$ cat config.mk
export PLATFORM = sky130hd
export DESIGN_NAME = bicolor_sweep_hold_fader_unit_flat
export DESIGN_NICKNAME = d
export VERILOG_FILES = /design/src/rtl/bshf_pkg.sv /design/src/rtl/bshf_ifs.sv /design/src/rtl/bicolor_sweep_hold_fader_unit.sv /design/src/rtl/bshf_ctrl.sv /design/src/rtl/bshf_dp.sv /design/src/flat_wrapper.sv
export VERILOG_INCLUDE_DIRS = /design/src /design/src/rtl
export SDC_FILE = /design/constraint.sdc
export NUM_CORES = 2
export LEC_CHECK = 0
export BUFFER_PORTS_ARGS = -buffer_cell sky130_fd_sc_hd__buf_4
export CORE_UTILIZATION = 45
export DETAILED_ROUTE_END_ITERATION = 8
export MAX_ROUTING_LAYER = met4
export PLACE_DENSITY = 0.65
export SLEW_MARGIN = 20
export SYNTH_ARGS = -nofsm -noshare
export SYNTH_HDL_FRONTEND = slang
export SYNTH_SLANG_ARGS = --single-unit
$ cat constraint.sdc
create_clock -name clock -period 9.54 [get_ports clock]
set_input_delay 1.431 -clock clock [delete_from_list [all_inputs] [get_ports clock]]
set_output_delay 1.431 -clock clock [all_outputs]
set_load 0.02 [all_outputs]
$ cat src/rtl/assert_macros.svh
// Assertion macros used by the fader top level.
// Needs nothing else; the files that check their own logic take it in.
`ifndef ASSERT_MACROS_SVH
`define ASSERT_MACROS_SVH
`ifndef SYNTHESIS
// property must hold at each clock edge outside reset
`define ASSERT_PROP(lbl, clk, rst, prop) \
   lbl: assert property (@(posedge clk) disable iff (rst) (prop)) else $error("assertion failed");
// condition must never be seen at a clock edge outside reset
`define ASSERT_NEVER(lbl, clk, rst, cond) \
   lbl: assert property (@(posedge clk) disable iff (rst) !(cond)) else $error("forbidden condition");
`else
`define ASSERT_PROP(lbl, clk, rst, prop)
`define ASSERT_NEVER(lbl, clk, rst, cond)
`endif
`endif

$ cat src/rtl/bshf_pkg.sv
// Types, codes and constants of the bicolour sweep/hold fader.
// No dependencies; used by the interfaces, controller, datapath and top level.
package bshf_pkg;

   // field widths
   localparam int NOW_W     = 32;
   localparam int COLOR_W   = 24;
   localparam int CHAN_W    = 8;
   localparam int HOLD_W    = 32;
   localparam int ELAPSED_W = 32;
   localparam int PROD_W    = ELAPSED_W + CHAN_W;
   localparam int PHASE_W   = 3;
   localparam int CSR_IDX_W = 3;
   localparam int CSR_DAT_W = 32;

   localparam logic [CHAN_W-1:0] CH_MAX = 8'd255;

   typedef logic [PHASE_W-1:0] phase_type;

   localparam phase_type PH_START      = 3'd0;
   localparam phase_type PH_SWEEP_UP   = 3'd1;
   localparam phase_type PH_HOLD_UP    = 3'd2;
   localparam phase_type PH_SWEEP_DOWN = 3'd3;
   localparam phase_type PH_HOLD_DOWN  = 3'd4;

   // configuration register indexes
   localparam logic [CSR_IDX_W-1:0] REG_UP_COLOR   = 3'd0;
   localparam logic [CSR_IDX_W-1:0] REG_DOWN_COLOR = 3'd1;
   localparam logic [CSR_IDX_W-1:0] REG_HOLD_TIME  = 3'd2;
   localparam logic [CSR_IDX_W-1:0] REG_SWEEP_TIME = 3'd3;

   // channel select: red, green, blue in turn
   typedef logic [1:0] chan_sel_type;
   localparam chan_sel_type CH_RED   = 2'd0;
   localparam chan_sel_type CH_GREEN = 2'd1;
   localparam chan_sel_type CH_BLUE  = 2'd2;

   // one quotient bit per divider step
   typedef logic [2:0] div_cnt_type;
   localparam div_cnt_type DIV_LAST = 3'd7;

   typedef enum logic [5:0] {
      ST_IDLE   = 6'b000001,
      ST_EVAL   = 6'b000010,
      ST_MUL    = 6'b000100,
      ST_DIV    = 6'b001000,
      ST_STORE  = 6'b010000,
      ST_FINISH = 6'b100000
   } ctl_state_type;

   typedef struct packed {
      logic         capture;
      logic         eval;
      logic         mul;
      logic         div_step;
      logic         store;
      logic         load_out;
      chan_sel_type ch;
   } cmd_type;

   typedef struct packed {
      logic blend;
      logic out_free;
   } stat_type;

   // pick one 8-bit channel out of a packed RGB word
   function automatic logic [CHAN_W-1:0] chan_of(input logic [COLOR_W-1:0] rgb,
                                                 input chan_sel_type ch);
      logic [CHAN_W-1:0] c;
      case (ch)
         CH_RED:   c = rgb[23:16];
         CH_GREEN: c = rgb[15:8];
         CH_BLUE:  c = rgb[7:0];
         default:  c = '0;
      endcase
      return c;
   endfunction

endpackage

$ cat src/rtl/bshf_ifs.sv
// Valid/ready channel interfaces: tick transactions in, colour transactions out.
// Depends on bshf_pkg.
interface bshf_req_if;
   logic                       valid;
   logic                       ready;
   logic [bshf_pkg::NOW_W-1:0] now;

   modport source (output valid, output now, input ready);
   modport sink   (input valid, input now, output ready);
endinterface

interface bshf_rsp_if;
   logic                        valid;
   logic                        ready;
   logic [bshf_pkg::CHAN_W-1:0] red;
   logic [bshf_pkg::CHAN_W-1:0] green;
   logic [bshf_pkg::CHAN_W-1:0] blue;
   logic                        changed;
   bshf_pkg::phase_type         phase;

   modport source (output valid, output red, output green, output blue,
                   output changed, output phase, input ready);
   modport sink   (input valid, input red, input green, input blue,
                   input changed, input phase, output ready);
endinterface

$ cat src/rtl/bicolor_sweep_hold_fader_unit.sv
// Bicolour sweep/hold fader. One tick transaction in, one colour transaction out.
// A tick that blends (start, sweep, end of hold) passes capture, evaluate, then per channel a
// multiply, eight divide steps and a store, then finish; a tick on which the colour is held
// or a sweep ends goes from evaluate straight to finish, which waits for a free output register.
// One tick is in flight at a time; the one-bit-per-cycle divider is shared by red, green, blue.
// Synchronous active-high reset: start phase, colours and hold 0, sweep 1, empty output.
`include "assert_macros.svh"

module bicolor_sweep_hold_fader_unit #(
   parameter int TIME_BITS = 32
) (
   input  logic                           clock,
   input  logic                           reset,
   bshf_req_if.sink                       req_chan,
   bshf_rsp_if.source                     rsp_chan,
   input  logic                           csr_we,
   input  logic [bshf_pkg::CSR_IDX_W-1:0] csr_index,
   input  logic [bshf_pkg::CSR_DAT_W-1:0] csr_wdata
);

   bshf_pkg::cmd_type  cmd;
   bshf_pkg::stat_type st;
   logic               req_fire;
   logic               rsp_in_hold;
   logic               rsp_phase_bad;

   bshf_ctrl u_ctrl (
      .clock     (clock),
      .reset     (reset),
      .req_valid (req_chan.valid),
      .req_ready (req_chan.ready),
      .st        (st),
      .cmd       (cmd)
   );

   bshf_dp #(
      .TIME_BITS (TIME_BITS)
   ) u_dp (
      .clock       (clock),
      .reset       (reset),
      .csr_we      (csr_we),
      .csr_index   (csr_index),
      .csr_wdata   (csr_wdata),
      .req_now     (req_chan.now),
      .cmd         (cmd),
      .st          (st),
      .rsp_ready   (rsp_chan.ready),
      .rsp_valid   (rsp_chan.valid),
      .rsp_red     (rsp_chan.red),
      .rsp_green   (rsp_chan.green),
      .rsp_blue    (rsp_chan.blue),
      .rsp_changed (rsp_chan.changed),
      .rsp_phase   (rsp_chan.phase)
   );

   assign req_fire      = req_chan.valid && req_chan.ready;
   assign rsp_in_hold   = (rsp_chan.phase == bshf_pkg::PH_HOLD_UP)
                       || (rsp_chan.phase == bshf_pkg::PH_HOLD_DOWN);
   assign rsp_phase_bad = (rsp_chan.phase == bshf_pkg::PH_START)
                       || (rsp_chan.phase > bshf_pkg::PH_HOLD_DOWN);

   // one transaction in flight at a time
   `ASSERT_PROP(a_one_in_flight, clock, reset, req_fire |=> !req_chan.ready)
   // the output register is only loaded when it is free
   `ASSERT_NEVER(a_load_when_busy, clock, reset, cmd.load_out && !st.out_free)
   // an unchanged colour only comes out of a hold phase
   `ASSERT_PROP(a_keep_in_hold, clock, reset, (rsp_chan.valid && !rsp_chan.changed) |-> rsp_in_hold)
   // reported phase is never start or an unused code
   `ASSERT_NEVER(a_phase_legal, clock, reset, rsp_chan.valid && rsp_phase_bad)

endmodule

$ cat src/rtl/bshf_ctrl.sv
// Sequencer of the fader: walks evaluate, multiply, divide and store per channel.
// Depends on bshf_pkg; drives the datapath through the command struct.
module bshf_ctrl (
   input  logic               clock,
   input  logic               reset,
   input  logic               req_valid,
   output logic               req_ready,
   input  bshf_pkg::stat_type st,
   output bshf_pkg::cmd_type  cmd
);

   bshf_pkg::ctl_state_type state_ff, state_in;
   bshf_pkg::chan_sel_type  ch_ff, ch_in;
   bshf_pkg::div_cnt_type   cnt_ff, cnt_in;

   // next state and commands
   always_comb begin
      state_in     = state_ff;
      ch_in        = ch_ff;
      cnt_in       = cnt_ff;
      cmd          = '0;
      cmd.ch       = ch_ff;
      req_ready    = 1'b0;
      case (state_ff)
         bshf_pkg::ST_IDLE: begin
            // no transaction is taken while reset is held
            req_ready = !reset;
            if (req_valid && !reset) begin
               cmd.capture = 1'b1;
               state_in    = bshf_pkg::ST_EVAL;
            end
         end
         bshf_pkg::ST_EVAL: begin
            cmd.eval = 1'b1;
            ch_in    = bshf_pkg::CH_RED;
            state_in = st.blend ? bshf_pkg::ST_MUL : bshf_pkg::ST_FINISH;
         end
         bshf_pkg::ST_MUL: begin
            cmd.mul  = 1'b1;
            cnt_in   = '0;
            state_in = bshf_pkg::ST_DIV;
         end
         bshf_pkg::ST_DIV: begin
            cmd.div_step = 1'b1;
            cnt_in       = cnt_ff + 3'd1;
            if (cnt_ff == bshf_pkg::DIV_LAST) begin
               state_in = bshf_pkg::ST_STORE;
            end
         end
         bshf_pkg::ST_STORE: begin
            cmd.store = 1'b1;
            if (ch_ff == bshf_pkg::CH_BLUE) begin
               state_in = bshf_pkg::ST_FINISH;
            end else begin
               ch_in    = ch_ff + 2'd1;
               state_in = bshf_pkg::ST_MUL;
            end
         end
         bshf_pkg::ST_FINISH: begin
            // wait for the output register to free up
            if (st.out_free) begin
               cmd.load_out = 1'b1;
               state_in     = bshf_pkg::ST_IDLE;
            end
         end
         default: begin
            state_in = bshf_pkg::ST_IDLE;
         end
      endcase
   end

   always_ff @(posedge clock) begin
      if (reset) begin
         state_ff <= bshf_pkg::ST_IDLE;
         ch_ff    <= bshf_pkg::CH_RED;
         cnt_ff   <= '0;
      end else begin
         state_ff <= state_in;
         ch_ff    <= ch_in;
         cnt_ff   <= cnt_in;
      end
   end

endmodule

$ cat src/rtl/bshf_dp.sv
// Datapath of the fader: config registers, phase state, 32x8 multiplier,
// restoring divider (one quotient bit per cycle) and output register. Depends on bshf_pkg.
module bshf_dp #(
   parameter int TIME_BITS = 32
) (
   input  logic                              clock,
   input  logic                              reset,
   input  logic                              csr_we,
   input  logic [bshf_pkg::CSR_IDX_W-1:0]    csr_index,
   input  logic [bshf_pkg::CSR_DAT_W-1:0]    csr_wdata,
   input  logic [bshf_pkg::NOW_W-1:0]        req_now,
   input  bshf_pkg::cmd_type                 cmd,
   output bshf_pkg::stat_type                st,
   input  logic                              rsp_ready,
   output logic                              rsp_valid,
   output logic [bshf_pkg::CHAN_W-1:0]       rsp_red,
   output logic [bshf_pkg::CHAN_W-1:0]       rsp_green,
   output logic [bshf_pkg::CHAN_W-1:0]       rsp_blue,
   output logic                              rsp_changed,
   output bshf_pkg::phase_type               rsp_phase
);

   localparam int WIDE_W = (TIME_BITS > bshf_pkg::HOLD_W) ? TIME_BITS : bshf_pkg::HOLD_W;

   // configuration
   logic [bshf_pkg::COLOR_W-1:0] up_color_ff, up_color_in;
   logic [bshf_pkg::COLOR_W-1:0] down_color_ff, down_color_in;
   logic [bshf_pkg::HOLD_W-1:0]  hold_time_ff, hold_time_in;
   logic [bshf_pkg::HOLD_W-1:0]  sweep_time_ff, sweep_time_in;

   // sequencing state
   bshf_pkg::phase_type          phase_ff, phase_in;
   logic [TIME_BITS-1:0]         sweep_start_ff, sweep_start_in;
   logic [TIME_BITS-1:0]         hold_start_ff, hold_start_in;
   logic [bshf_pkg::COLOR_W-1:0] last_color_ff, last_color_in;

   // per-transaction working registers
   logic [TIME_BITS-1:0]           now_ff, now_in;
   logic [bshf_pkg::ELAPSED_W-1:0] elapsed_ff, elapsed_in;
   logic                           up_ff, up_in;
   logic                           changed_ff, changed_in;
   logic [bshf_pkg::COLOR_W-1:0]   color_ff, color_in;
   logic [bshf_pkg::ELAPSED_W-1:0] rem_ff, rem_in;
   logic [bshf_pkg::CHAN_W-1:0]    low_ff, low_in;
   logic [bshf_pkg::CHAN_W-1:0]    quo_ff, quo_in;

   // output register
   logic                        rsp_valid_ff, rsp_valid_in;
   logic [bshf_pkg::CHAN_W-1:0] rsp_red_ff, rsp_red_in;
   logic [bshf_pkg::CHAN_W-1:0] rsp_green_ff, rsp_green_in;
   logic [bshf_pkg::CHAN_W-1:0] rsp_blue_ff, rsp_blue_in;
   logic                        rsp_changed_ff, rsp_changed_in;
   bshf_pkg::phase_type         rsp_phase_ff, rsp_phase_in;

   // evaluation terms
   logic [WIDE_W-1:0]              now_wide;
   logic [TIME_BITS-1:0]           el_sweep, el_hold;
   logic [WIDE_W-1:0]              el_sweep_wide;
   logic                           hold_over, sweep_over;
   bshf_pkg::phase_type            ev_phase;
   logic                           ev_blend, ev_keep, ev_up, ev_mark_sweep, ev_mark_hold;
   logic [bshf_pkg::ELAPSED_W-1:0] ev_elapsed;
   logic [bshf_pkg::COLOR_W-1:0]   ev_color;

   // channel terms
   logic [bshf_pkg::COLOR_W-1:0]   from_color, to_color;
   logic [bshf_pkg::CHAN_W-1:0]    chan_a, chan_b, mag;
   logic                           neg;
   logic [bshf_pkg::PROD_W-1:0]    prod;
   logic [bshf_pkg::ELAPSED_W:0]   trial, diff;
   logic                           ge;
   logic [bshf_pkg::CHAN_W-1:0]    q_eff;
   logic signed [9:0]              a_s, q_s, sum_s;
   logic [bshf_pkg::CHAN_W-1:0]    sat;

   assign now_wide      = WIDE_W'(req_now);
   assign el_sweep      = now_ff - sweep_start_ff;
   assign el_hold       = now_ff - hold_start_ff;
   assign el_sweep_wide = WIDE_W'(el_sweep);
   assign hold_over     = WIDE_W'(el_hold) > WIDE_W'(hold_time_ff);
   assign sweep_over    = el_sweep_wide > WIDE_W'(sweep_time_ff);

   // phase decision for the captured tick
   always_comb begin
      ev_phase      = phase_ff;
      ev_blend      = 1'b0;
      ev_keep       = 1'b0;
      ev_up         = 1'b1;
      ev_mark_sweep = 1'b0;
      ev_mark_hold  = 1'b0;
      ev_elapsed    = '0;
      ev_color      = last_color_ff;
      case (phase_ff)
         bshf_pkg::PH_HOLD_UP, bshf_pkg::PH_HOLD_DOWN: begin
            if (hold_over) begin
               // next sweep starts now, elapsed zero
               ev_up         = (phase_ff == bshf_pkg::PH_HOLD_DOWN);
               ev_phase      = ev_up ? bshf_pkg::PH_SWEEP_UP : bshf_pkg::PH_SWEEP_DOWN;
               ev_mark_sweep = 1'b1;
               ev_blend      = 1'b1;
            end else begin
               ev_keep = 1'b1;
            end
         end
         bshf_pkg::PH_SWEEP_UP, bshf_pkg::PH_SWEEP_DOWN: begin
            ev_up = (phase_ff == bshf_pkg::PH_SWEEP_UP);
            if (sweep_over) begin
               ev_phase     = ev_up ? bshf_pkg::PH_HOLD_UP : bshf_pkg::PH_HOLD_DOWN;
               ev_mark_hold = 1'b1;
               ev_color     = ev_up ? up_color_ff : down_color_ff;
            end else begin
               ev_blend   = 1'b1;
               ev_elapsed = el_sweep_wide[bshf_pkg::ELAPSED_W-1:0];
            end
         end
         default: begin
            // start phase and unused codes
            ev_phase      = bshf_pkg::PH_SWEEP_UP;
            ev_mark_sweep = 1'b1;
            ev_blend      = 1'b1;
         end
      endcase
   end

   // channel operands: sweep up fades from down colour to up colour
   always_comb begin
      from_color = up_ff ? down_color_ff : up_color_ff;
      to_color   = up_ff ? up_color_ff : down_color_ff;
      chan_a     = bshf_pkg::chan_of(from_color, cmd.ch);
      chan_b     = bshf_pkg::chan_of(to_color, cmd.ch);
      neg        = chan_b < chan_a;
      mag        = neg ? (chan_a - chan_b) : (chan_b - chan_a);
      prod       = {{bshf_pkg::CHAN_W{1'b0}}, elapsed_ff}
                 * {{bshf_pkg::ELAPSED_W{1'b0}}, mag};
   end

   // one restoring divide step; remainder stays below sweep_time
   always_comb begin
      trial = {rem_ff, low_ff[bshf_pkg::CHAN_W-1]};
      diff  = trial - {1'b0, sweep_time_ff};
      ge    = trial >= {1'b0, sweep_time_ff};
   end

   // channel sum with saturation; zero sweep time gives no sweep term
   always_comb begin
      q_eff = (sweep_time_ff == '0) ? '0 : quo_ff;
      a_s   = $signed({2'b00, chan_a});
      q_s   = $signed({2'b00, q_eff});
      sum_s = neg ? (a_s - q_s) : (a_s + q_s);
      if (sum_s < 10'sd0) begin
         sat = '0;
      end else if (sum_s > $signed({2'b00, bshf_pkg::CH_MAX})) begin
         sat = bshf_pkg::CH_MAX;
      end else begin
         sat = sum_s[bshf_pkg::CHAN_W-1:0];
      end
   end

   // next-value logic
   always_comb begin
      up_color_in    = up_color_ff;
      down_color_in  = down_color_ff;
      hold_time_in   = hold_time_ff;
      sweep_time_in  = sweep_time_ff;
      phase_in       = phase_ff;
      sweep_start_in = sweep_start_ff;
      hold_start_in  = hold_start_ff;
      last_color_in  = last_color_ff;
      now_in         = now_ff;
      elapsed_in     = elapsed_ff;
      up_in          = up_ff;
      changed_in     = changed_ff;
      color_in       = color_ff;
      rem_in         = rem_ff;
      low_in         = low_ff;
      quo_in         = quo_ff;
      rsp_valid_in   = rsp_valid_ff && !rsp_ready;
      rsp_red_in     = rsp_red_ff;
      rsp_green_in   = rsp_green_ff;
      rsp_blue_in    = rsp_blue_ff;
      rsp_changed_in = rsp_changed_ff;
      rsp_phase_in   = rsp_phase_ff;

      // register writes restart the cycle; unknown indexes are ignored
      if (csr_we) begin
         case (csr_index)
            bshf_pkg::REG_UP_COLOR: begin
               up_color_in = csr_wdata[bshf_pkg::COLOR_W-1:0];
               phase_in    = bshf_pkg::PH_START;
            end
            bshf_pkg::REG_DOWN_COLOR: begin
               down_color_in = csr_wdata[bshf_pkg::COLOR_W-1:0];
               phase_in      = bshf_pkg::PH_START;
            end
            bshf_pkg::REG_HOLD_TIME: begin
               hold_time_in = csr_wdata[bshf_pkg::HOLD_W-1:0];
               phase_in     = bshf_pkg::PH_START;
            end
            bshf_pkg::REG_SWEEP_TIME: begin
               sweep_time_in = csr_wdata[bshf_pkg::HOLD_W-1:0];
               phase_in      = bshf_pkg::PH_START;
            end
            default: begin
            end
         endcase
      end

      if (cmd.capture) begin
         now_in = now_wide[TIME_BITS-1:0];
      end

      if (cmd.eval) begin
         phase_in   = ev_phase;
         elapsed_in = ev_elapsed;
         up_in      = ev_up;
         changed_in = !ev_keep;
         color_in   = ev_color;
         if (ev_mark_sweep) begin
            sweep_start_in = now_ff;
         end
         if (ev_mark_hold) begin
            hold_start_in = now_ff;
         end
      end

      if (cmd.mul) begin
         rem_in = prod[bshf_pkg::PROD_W-1:bshf_pkg::CHAN_W];
         low_in = prod[bshf_pkg::CHAN_W-1:0];
         quo_in = '0;
      end

      if (cmd.div_step) begin
         rem_in = ge ? diff[bshf_pkg::ELAPSED_W-1:0] : trial[bshf_pkg::ELAPSED_W-1:0];
         low_in = {low_ff[bshf_pkg::CHAN_W-2:0], 1'b0};
         quo_in = {quo_ff[bshf_pkg::CHAN_W-2:0], ge};
      end

      if (cmd.store) begin
         case (cmd.ch)
            bshf_pkg::CH_RED:   color_in[23:16] = sat;
            bshf_pkg::CH_GREEN: color_in[15:8]  = sat;
            default:            color_in[7:0]   = sat;
         endcase
      end

      if (cmd.load_out) begin
         last_color_in  = color_ff;
         rsp_valid_in   = 1'b1;
         rsp_red_in     = color_ff[23:16];
         rsp_green_in   = color_ff[15:8];
         rsp_blue_in    = color_ff[7:0];
         rsp_changed_in = changed_ff;
         rsp_phase_in   = phase_ff;
      end
   end

   // control state and configuration
   always_ff @(posedge clock) begin
      if (reset) begin
         up_color_ff    <= '0;
         down_color_ff  <= '0;
         hold_time_ff   <= '0;
         sweep_time_ff  <= bshf_pkg::HOLD_W'(1);
         phase_ff       <= bshf_pkg::PH_START;
         sweep_start_ff <= '0;
         hold_start_ff  <= '0;
         last_color_ff  <= '0;
         rsp_valid_ff   <= 1'b0;
      end else begin
         up_color_ff    <= up_color_in;
         down_color_ff  <= down_color_in;
         hold_time_ff   <= hold_time_in;
         sweep_time_ff  <= sweep_time_in;
         phase_ff       <= phase_in;
         sweep_start_ff <= sweep_start_in;
         hold_start_ff  <= hold_start_in;
         last_color_ff  <= last_color_in;
         rsp_valid_ff   <= rsp_valid_in;
      end
   end

   // payload registers
   always_ff @(posedge clock) begin
      now_ff         <= now_in;
      elapsed_ff     <= elapsed_in;
      up_ff          <= up_in;
      changed_ff     <= changed_in;
      color_ff       <= color_in;
      rem_ff         <= rem_in;
      low_ff         <= low_in;
      quo_ff         <= quo_in;
      rsp_red_ff     <= rsp_red_in;
      rsp_green_ff   <= rsp_green_in;
      rsp_blue_ff    <= rsp_blue_in;
      rsp_changed_ff <= rsp_changed_in;
      rsp_phase_ff   <= rsp_phase_in;
   end

   assign st.blend    = ev_blend;
   assign st.out_free = !rsp_valid_ff || rsp_ready;

   assign rsp_valid   = rsp_valid_ff;
   assign rsp_red     = rsp_red_ff;
   assign rsp_green   = rsp_green_ff;
   assign rsp_blue    = rsp_blue_ff;
   assign rsp_changed = rsp_changed_ff;
   assign rsp_phase   = rsp_phase_ff;

endmodule
$ cat src/flat_wrapper.sv
// flat-port wrapper written by rule: the top's interface ports become plain ports
module bicolor_sweep_hold_fader_unit_flat 
#(
   parameter int TIME_BITS = 32
)
  (clock, reset, csr_we, csr_index, csr_wdata, req_chan_valid, req_chan_now, req_chan_ready, rsp_chan_valid, rsp_chan_red, rsp_chan_green, rsp_chan_blue, rsp_chan_changed, rsp_chan_phase, rsp_chan_ready);
  bshf_req_if req_chan_i ();
  bshf_rsp_if rsp_chan_i ();
  input  logic clock;
  input  logic reset;
  input  logic csr_we;
  input  logic [bshf_pkg::CSR_IDX_W-1:0] csr_index;
  input  logic [bshf_pkg::CSR_DAT_W-1:0] csr_wdata;
  input wire logic [$bits(req_chan_i.valid)-1:0] req_chan_valid;
  input wire logic [$bits(req_chan_i.now)-1:0] req_chan_now;
  output wire logic [$bits(req_chan_i.ready)-1:0] req_chan_ready;
  output wire logic [$bits(rsp_chan_i.valid)-1:0] rsp_chan_valid;
  output wire logic [$bits(rsp_chan_i.red)-1:0] rsp_chan_red;
  output wire logic [$bits(rsp_chan_i.green)-1:0] rsp_chan_green;
  output wire logic [$bits(rsp_chan_i.blue)-1:0] rsp_chan_blue;
  output wire logic [$bits(rsp_chan_i.changed)-1:0] rsp_chan_changed;
  output wire logic [$bits(rsp_chan_i.phase)-1:0] rsp_chan_phase;
  input wire logic [$bits(rsp_chan_i.ready)-1:0] rsp_chan_ready;
  assign req_chan_i.valid = req_chan_valid;
  assign req_chan_i.now = req_chan_now;
  assign req_chan_ready = req_chan_i.ready;
  assign rsp_chan_valid = rsp_chan_i.valid;
  assign rsp_chan_red = rsp_chan_i.red;
  assign rsp_chan_green = rsp_chan_i.green;
  assign rsp_chan_blue = rsp_chan_i.blue;
  assign rsp_chan_changed = rsp_chan_i.changed;
  assign rsp_chan_phase = rsp_chan_i.phase;
  assign rsp_chan_i.ready = rsp_chan_ready;
  bicolor_sweep_hold_fader_unit #(.TIME_BITS(TIME_BITS)) u_core (.clock(clock), .reset(reset), .req_chan(req_chan_i), .rsp_chan(rsp_chan_i), .csr_we(csr_we), .csr_index(csr_index), .csr_wdata(csr_wdata));
endmodule
== After elaboration in Yosys (flattened, before gate mapping) ==
Cells that the tools add are included.

* Register bits: 381
* Bits of input ports: 72
* Word-level logic and storage cells: 155

* $add $sub $neg: 9
* $mul: 1
* $lt $le $gt $ge: 6
* Eq/ne operators: 22
* Mux-type cells: 61
* Bitwise operators: 1
* Reductions and logical operators: 29

{| class="wikitable"
|+ Operator list
! operator !! count
|-
| $mux 24 || 7
|-
| $mux 32 || 3
|-
| $sub 32x32->32 || 3
|-
| $mux 8 || 11
|-
| $gt 32x32->1 || 2
|-
| $pmux 8 s3 || 2
|-
| $mul 32x8->40 || 1
|-
| $pmux 6 s6 || 1
|-
| $ge 33x32->1 || 1
|-
| $logic_not 32->1 || 1
|-
| $mux 6 || 5
|-
| $mux 3 || 6
|-
| $mux 1 || 17
|-
| $sub 8x8->8 || 2
|-
| $reduce_and 2->1 || 7
|-
| $eq 3x2->1 const B || 4
|-
| $pmux 3 s2 || 2
|-
| $gt 10x9->1 const B || 1
|-
| $lt 10x1->1 const B || 1
|-
| $mux 10 || 1
|-
| $reduce_bool 2->1 || 5
|-
| $add 8x8->9 || 1
|-
| $sub 8x8->9 || 1
|-
| $lt 8x8->1 || 1
|-
| 28 further kinds || 43
|}

== Longest topological paths before layout ==
* Word-level depth: 9
* Depth in mapped cells: 39

== Cells and area by module ==
Synthesis repeated with hierarchy kept, for this count alone.

* Cells, all modules: 3,573
* Area total of the unflattened synthesis: 31,157.4 sq um

{| class="wikitable"
|+ By module, submodules not included
! module !! times used !! cells each !! area each (sq um)
|-
| bshf_dp || 1 || 3,492 || 30,459.2
|-
| bshf_ctrl || 1 || 81 || 698.2
|}

== Least setup slack after synthesis ==
OpenSTA, ideal clock, no wires.

* Kind: register to register
* From: register u_core.u_ctrl.ch_ff[0]
* To: register u_core.u_dp.rem_ff[31] (netlist bit), data pin
* Arrival: 8.562 ns
* Setup slack: 0.845 ns
* Stages on the path, launching flop included: 35
* Buffers on the path: 1
* Period minus slack after synthesis: 8.695 ns
* Cells stage by stage: dfxtp_1 inv_1 ha_1 buf_6 a222oi_1 or2b_1 mux2i_1 nand2b_1 fa_1 a21o_1 a21o_1 a21oi_1 o21ai_1 nand2_1 a21oi_1 o41ai_1 a21boi_1 or3b_2 fa_1 fa_1 inv_1 fa_1 inv_1 fa_1 inv_1 ha_1 a21o_1 a311o_1 a21oi_1 nor4b_1 o41ai_2 a21oi_1 nor4b_1 a2111oi_0 o311a_1

* Cells in the longest elaborated chain, start to end: 7
* Elaborated cells between the ends (all ways): 12

{| class="wikitable"
|+ Ends and longest elaborated chain
! what !! RTL line !! RTL
|-
| start: declaration || bshf_ctrl.sv:13 || <nowiki>bshf_pkg::chan_sel_type ch_ff, ch_in;</nowiki>
|-
| start signal: assignment || bshf_ctrl.sv:75 || <nowiki>ch_ff <= bshf_pkg::CH_RED;</nowiki>
|-
| start signal: assignment || bshf_ctrl.sv:79 || <nowiki>ch_ff <= ch_in;</nowiki>
|-
| $eq 2x2->1, or another cell as far along || bshf_pkg.sv:70 || <nowiki>case (ch)</nowiki>
|-
| $pmux 8 s3 || bshf_pkg.sv:70 ||
|-
| $sub 8x8->8 / $lt 8x8->1 (equally long branches) || bshf_dp.sv:132, bshf_dp.sv:131 ||
|-
| $mux 8 (*) || bshf_dp.sv:132 || <nowiki>mag = neg ? (chan_a - chan_b) : (chan_b - chan_a);</nowiki>
|-
| $mul 32x8->40 (*) || bshf_dp.sv:134 || <nowiki>* {{bshf_pkg::ELAPSED_W{1'b0}}, mag};</nowiki>
|-
| $mux 32 (*) || bshf_dp.sv:226 || <nowiki>if (cmd.mul) begin</nowiki>
|-
| $mux 32 (*) || bshf_dp.sv:232 || <nowiki>if (cmd.div_step) begin</nowiki>
|-
| net u_core.u_dp.rem_in, one bit || bshf_dp.sv:43 || <nowiki>logic [bshf_pkg::ELAPSED_W-1:0] rem_ff, rem_in;</nowiki>
|-
| end signal: assignment || bshf_dp.sv:289 || <nowiki>rem_ff <= rem_in;</nowiki>
|-
| end: declaration || bshf_dp.sv:43 ||
|}

The timed path passes the listed nets; every way through them passes the cells marked *. The select of a mux whose other input is x is not followed.
A chain may end at the register's enable or synchronous reset.

== Worst setup path after layout ==
Ends and elaborated chain as after synthesis.

==> results.py <==
metrics = {
    "clock_network": {
        "cts_tree": "done",
        "htreeDepth": 2,
        "cts_buffer_depth": 3,
        "cts_num_sinks": 381,
        "cts_inserted_buffers": 43,
        "worstSkewPairLatency_ns": 0.61,
        "cts_root_buf": "clkbuf_16",
        "clkSlewWorstSetupHoldPaths_ns": 0.06,
    },
    "floorplanning": {
        "fp.dieW_um": 268.6,
        "initial_core_util_pct": 45.59,
        "die_y_um": 268.6,
        "pin_count": 102,
        "coreArea_sq_mm": 0.07015,
        "rows": 97,
        "dieArea_sq_mm": 0.07214,
    },
    "place": {
        "post_dp_cell_area_sq_mm": 0.03379,
        "port_buffers": 101,
        "gp_congestion": 0.9699,
        "post-dp-hpwl_um": 68260,
    },
    "sta": {
        "skew_ns": 0.04081,
        "fin_crit_sh_pct": 96.20,
        "worst_pin_slew_ns": 1.041,
        "rsz0062_at_grt": "yes",
        "fin_worst_hold_slack_ns": 0.4520,
        "drv_slew": 0,
        "slew_headroom_pct": 30.52,
        "fin_crit_ns": 9.178,
        "fmax_mhz": 109.0,
        "setup_viol": 0,
        "hold_viol": 0,
    },
    "global_routing": {
        "antenna_found_initial": 0,
        "grt_pass1_wl_um": 141700,
        "grt_max_degree": 84,
        "grt.total_usage_pct": 25.64,
        "overflow": 0,
        "grt_pass1_vias": 25580,
    },
    "finish": {
        "final_common_cell": "nand2_1",
        "mostFrequentLayoutCells": "nand2_1 (611), inv_1 (398), a21oi_1 (364)",
        "nFillCells": 6867,
        "area_growth_pct": 11.00,
        "multi_input_area_sq_mm": 0.02098,
        "seq_area_sq_mm": 0.009040,
        "fin_nets": 4323,
        "drive_gt1_share_pct": 9.051,
        "stdcell_area_sq_mm": 0.03550,
        "n_antenna_cell": 0,
    },
    "logic_synthesis": {
        "synth_edf_count": 141,
        "postSynthNetCount": 4278,
        "synth_warnings": 0,
        "seq_area_frac_synth_pct": 28.26,
        "ys_seq_elements": 381,
        "yosys.cell_types.count": 95,
        "async_flop_share_pct": 0,
        "synth_area_sq_mm": 0.03198,
        "yosys.area.top_type_share_pct": 15.02,
        "synth_largest_area_cell": "dfxtp_1",
        "avgSynthCellArea_sq_um": 8.495,
        "ys_top_cells_by_area": "dfxtp_1 (15%), edfxtp_1 (13%), fa_1 (12%), ha_1 (9.9%), nand2_1 (7.2%)",
        "netlist_instances": 3765,
        "synthFlopType": "dfxtp_1",
    },
    "min_path": {
        "hp-class": "flip-flop to flip-flop",
    },
    "detailed_routing": {
        "drt_iter0_markers": 2039,
        "drc": 0,
        "wl_per_cell_um": 18.76,
        "viasPerCell": 5.596,
        "routed_wl_um": 89790,
        "antenna_left": 0,
        "dr.pass1.iters": 5,
        "vias": 26780,
    },
    "setup_path": {
        "ff2ff_setup_slack_ns": 0.36,
        "path_max_fanout": 7,
        "crit_required_ns": 10.00,
        "worst-setup-path-type": "flip-flop to flip-flop",
        "endpoint_kind": "flip-flop",
        "cp_slowest_cell": "fa_1",
        "crit_arrival_ns": 9.63,
        "slowest_delay_ns": 0.54,
        "cpMostUsedCell": "fa_1",
        "startpoint_type": "flip-flop",
    },
    "run_status": {
        "status": "complete, no violations",
    },
    "run": {
        "maxCapViolations": 0,
    },
}
==> worst max-delay path: cells and delay by family, from the launching register on <==
kind | cells | cell delay (ns)
compound gates | 15 | 3.74
fa+ha+maj | 7 | 3.11
buf+inv | 5 | 0.36
flops | 1 | 0.35
mux | 1 | 0.13
simple gates | 6 | 1.32
==> cells by family (layout without fill, tap and decap cells) <==
kind of cell             Yosys count  count (layout)  synth area share, %
AO/OA/AOI/OAI                    906             906                18.29
XOR/XNOR                         106             106                2.903
adder cells (fa/ha/maj)          441             441                21.64
buffers and inverters            577             657                6.925
flip-flops                       381             381                28.26
multiplexers                      92              92                2.950
AND/OR/NAND/NOR                 1262            1262                19.03
==> registers in the layout, indices dropped and copies added (netlist names), 32 cells and up <==
| signal | flops |
|---|---|
| u_core.u_dp.elapsed_ff | 32 |
| u_core.u_dp.hold_start_ff | 32 |
| u_core.u_dp.hold_time_ff | 32 |
| u_core.u_dp.now_ff | 32 |
| u_core.u_dp.rem_ff | 32 |
| u_core.u_dp.sweep_start_ff | 32 |
| u_core.u_dp.sweep_time_ff | 32 |
==> per-stage QoR <==
stage | std cells | setup TNS [ns] | setup slack, ns | util [%]
floorplan | 3765 | 0 | 0.8454 | -
global placement | 4695 | 0 | 0.2315 | 48.17
detailed placement | 4695 | 0 | 0.05023 | 48.17
CTS | 4775 | 0 | 0.02951 | 50.19
global route | 4785 | -0.02273 | -0.02273 | 50.61
finish | 4785 | 0 | 0.3621 | 50.61
==> Yosys cell counts, types with 34 or more instances <==
library cell,number
and2_1,139
nand3_1,54
inv_1,399
dfxtp_1,240
mux2i_1,74
nor3_1,38
o21ai_0,102
a21o_1,91
nor3b_1,62
fa_1,187
nand2_1,611
nor2b_1,46
xor2_1,34
ha_1,254
a21oi_1,371
xnor2_1,72
o21a_1,50
edfxtp_1,141
clkbuf_1,144
nor2_1,135
==> area by class of cell <==
cell class,count,area share (%)
multi-input combinational,2807,59.10
sequential,381,25.46
inverter,402,4.250
timing repair buffer,175,3.877
clock buffer,56,3.338
tap,940,3.313
clock inverter,24,0.6555
==> per-layer routing <==
metal	up-vias	GRT usage, %	wire [um]
met4	0	6.496	2103
met1	12910	35.64	42360
met3	104	3.589	5389
met5	-	-	0
met2	727	39.16	39930
li1	13030	-	-
==> path summary, 6_finish.rpt <==
path | to | startpoint | depth (start not counted)
worst max register to register | u_core.u_dp.rem_ff[31]$_DFFE_PP_ | u_core.u_ctrl.ch_ff[0]$_SDFFE_PP0P_ | 34
worst max-delay path | u_core.u_dp.rem_ff[31]$_DFFE_PP_ | u_core.u_ctrl.ch_ff[0]$_SDFFE_PP0P_ | 34
worst min register to register | u_core.u_dp.hold_start_ff[10]$_SDFFE_PP0P_ | u_core.u_dp.hold_start_ff[10]$_SDFFE_PP0P_ | 2
worst min-delay path | u_core.u_dp.hold_start_ff[10]$_SDFFE_PP0P_ | u_core.u_dp.hold_start_ff[10]$_SDFFE_PP0P_ | 2
==> timing repair <==
| action | CTS | global route |
|---|---|---|
| hold buffers | 0 | 0 |
| resized for setup | 0 | 44 |
| setup buffers | 0 | 9 |
| setup endpoints to repair | 0 | 16 |
Power is left out: the tool's default activity adds up to more than one toggle a clock period on the data nets, which glitch-free logic cannot reach.
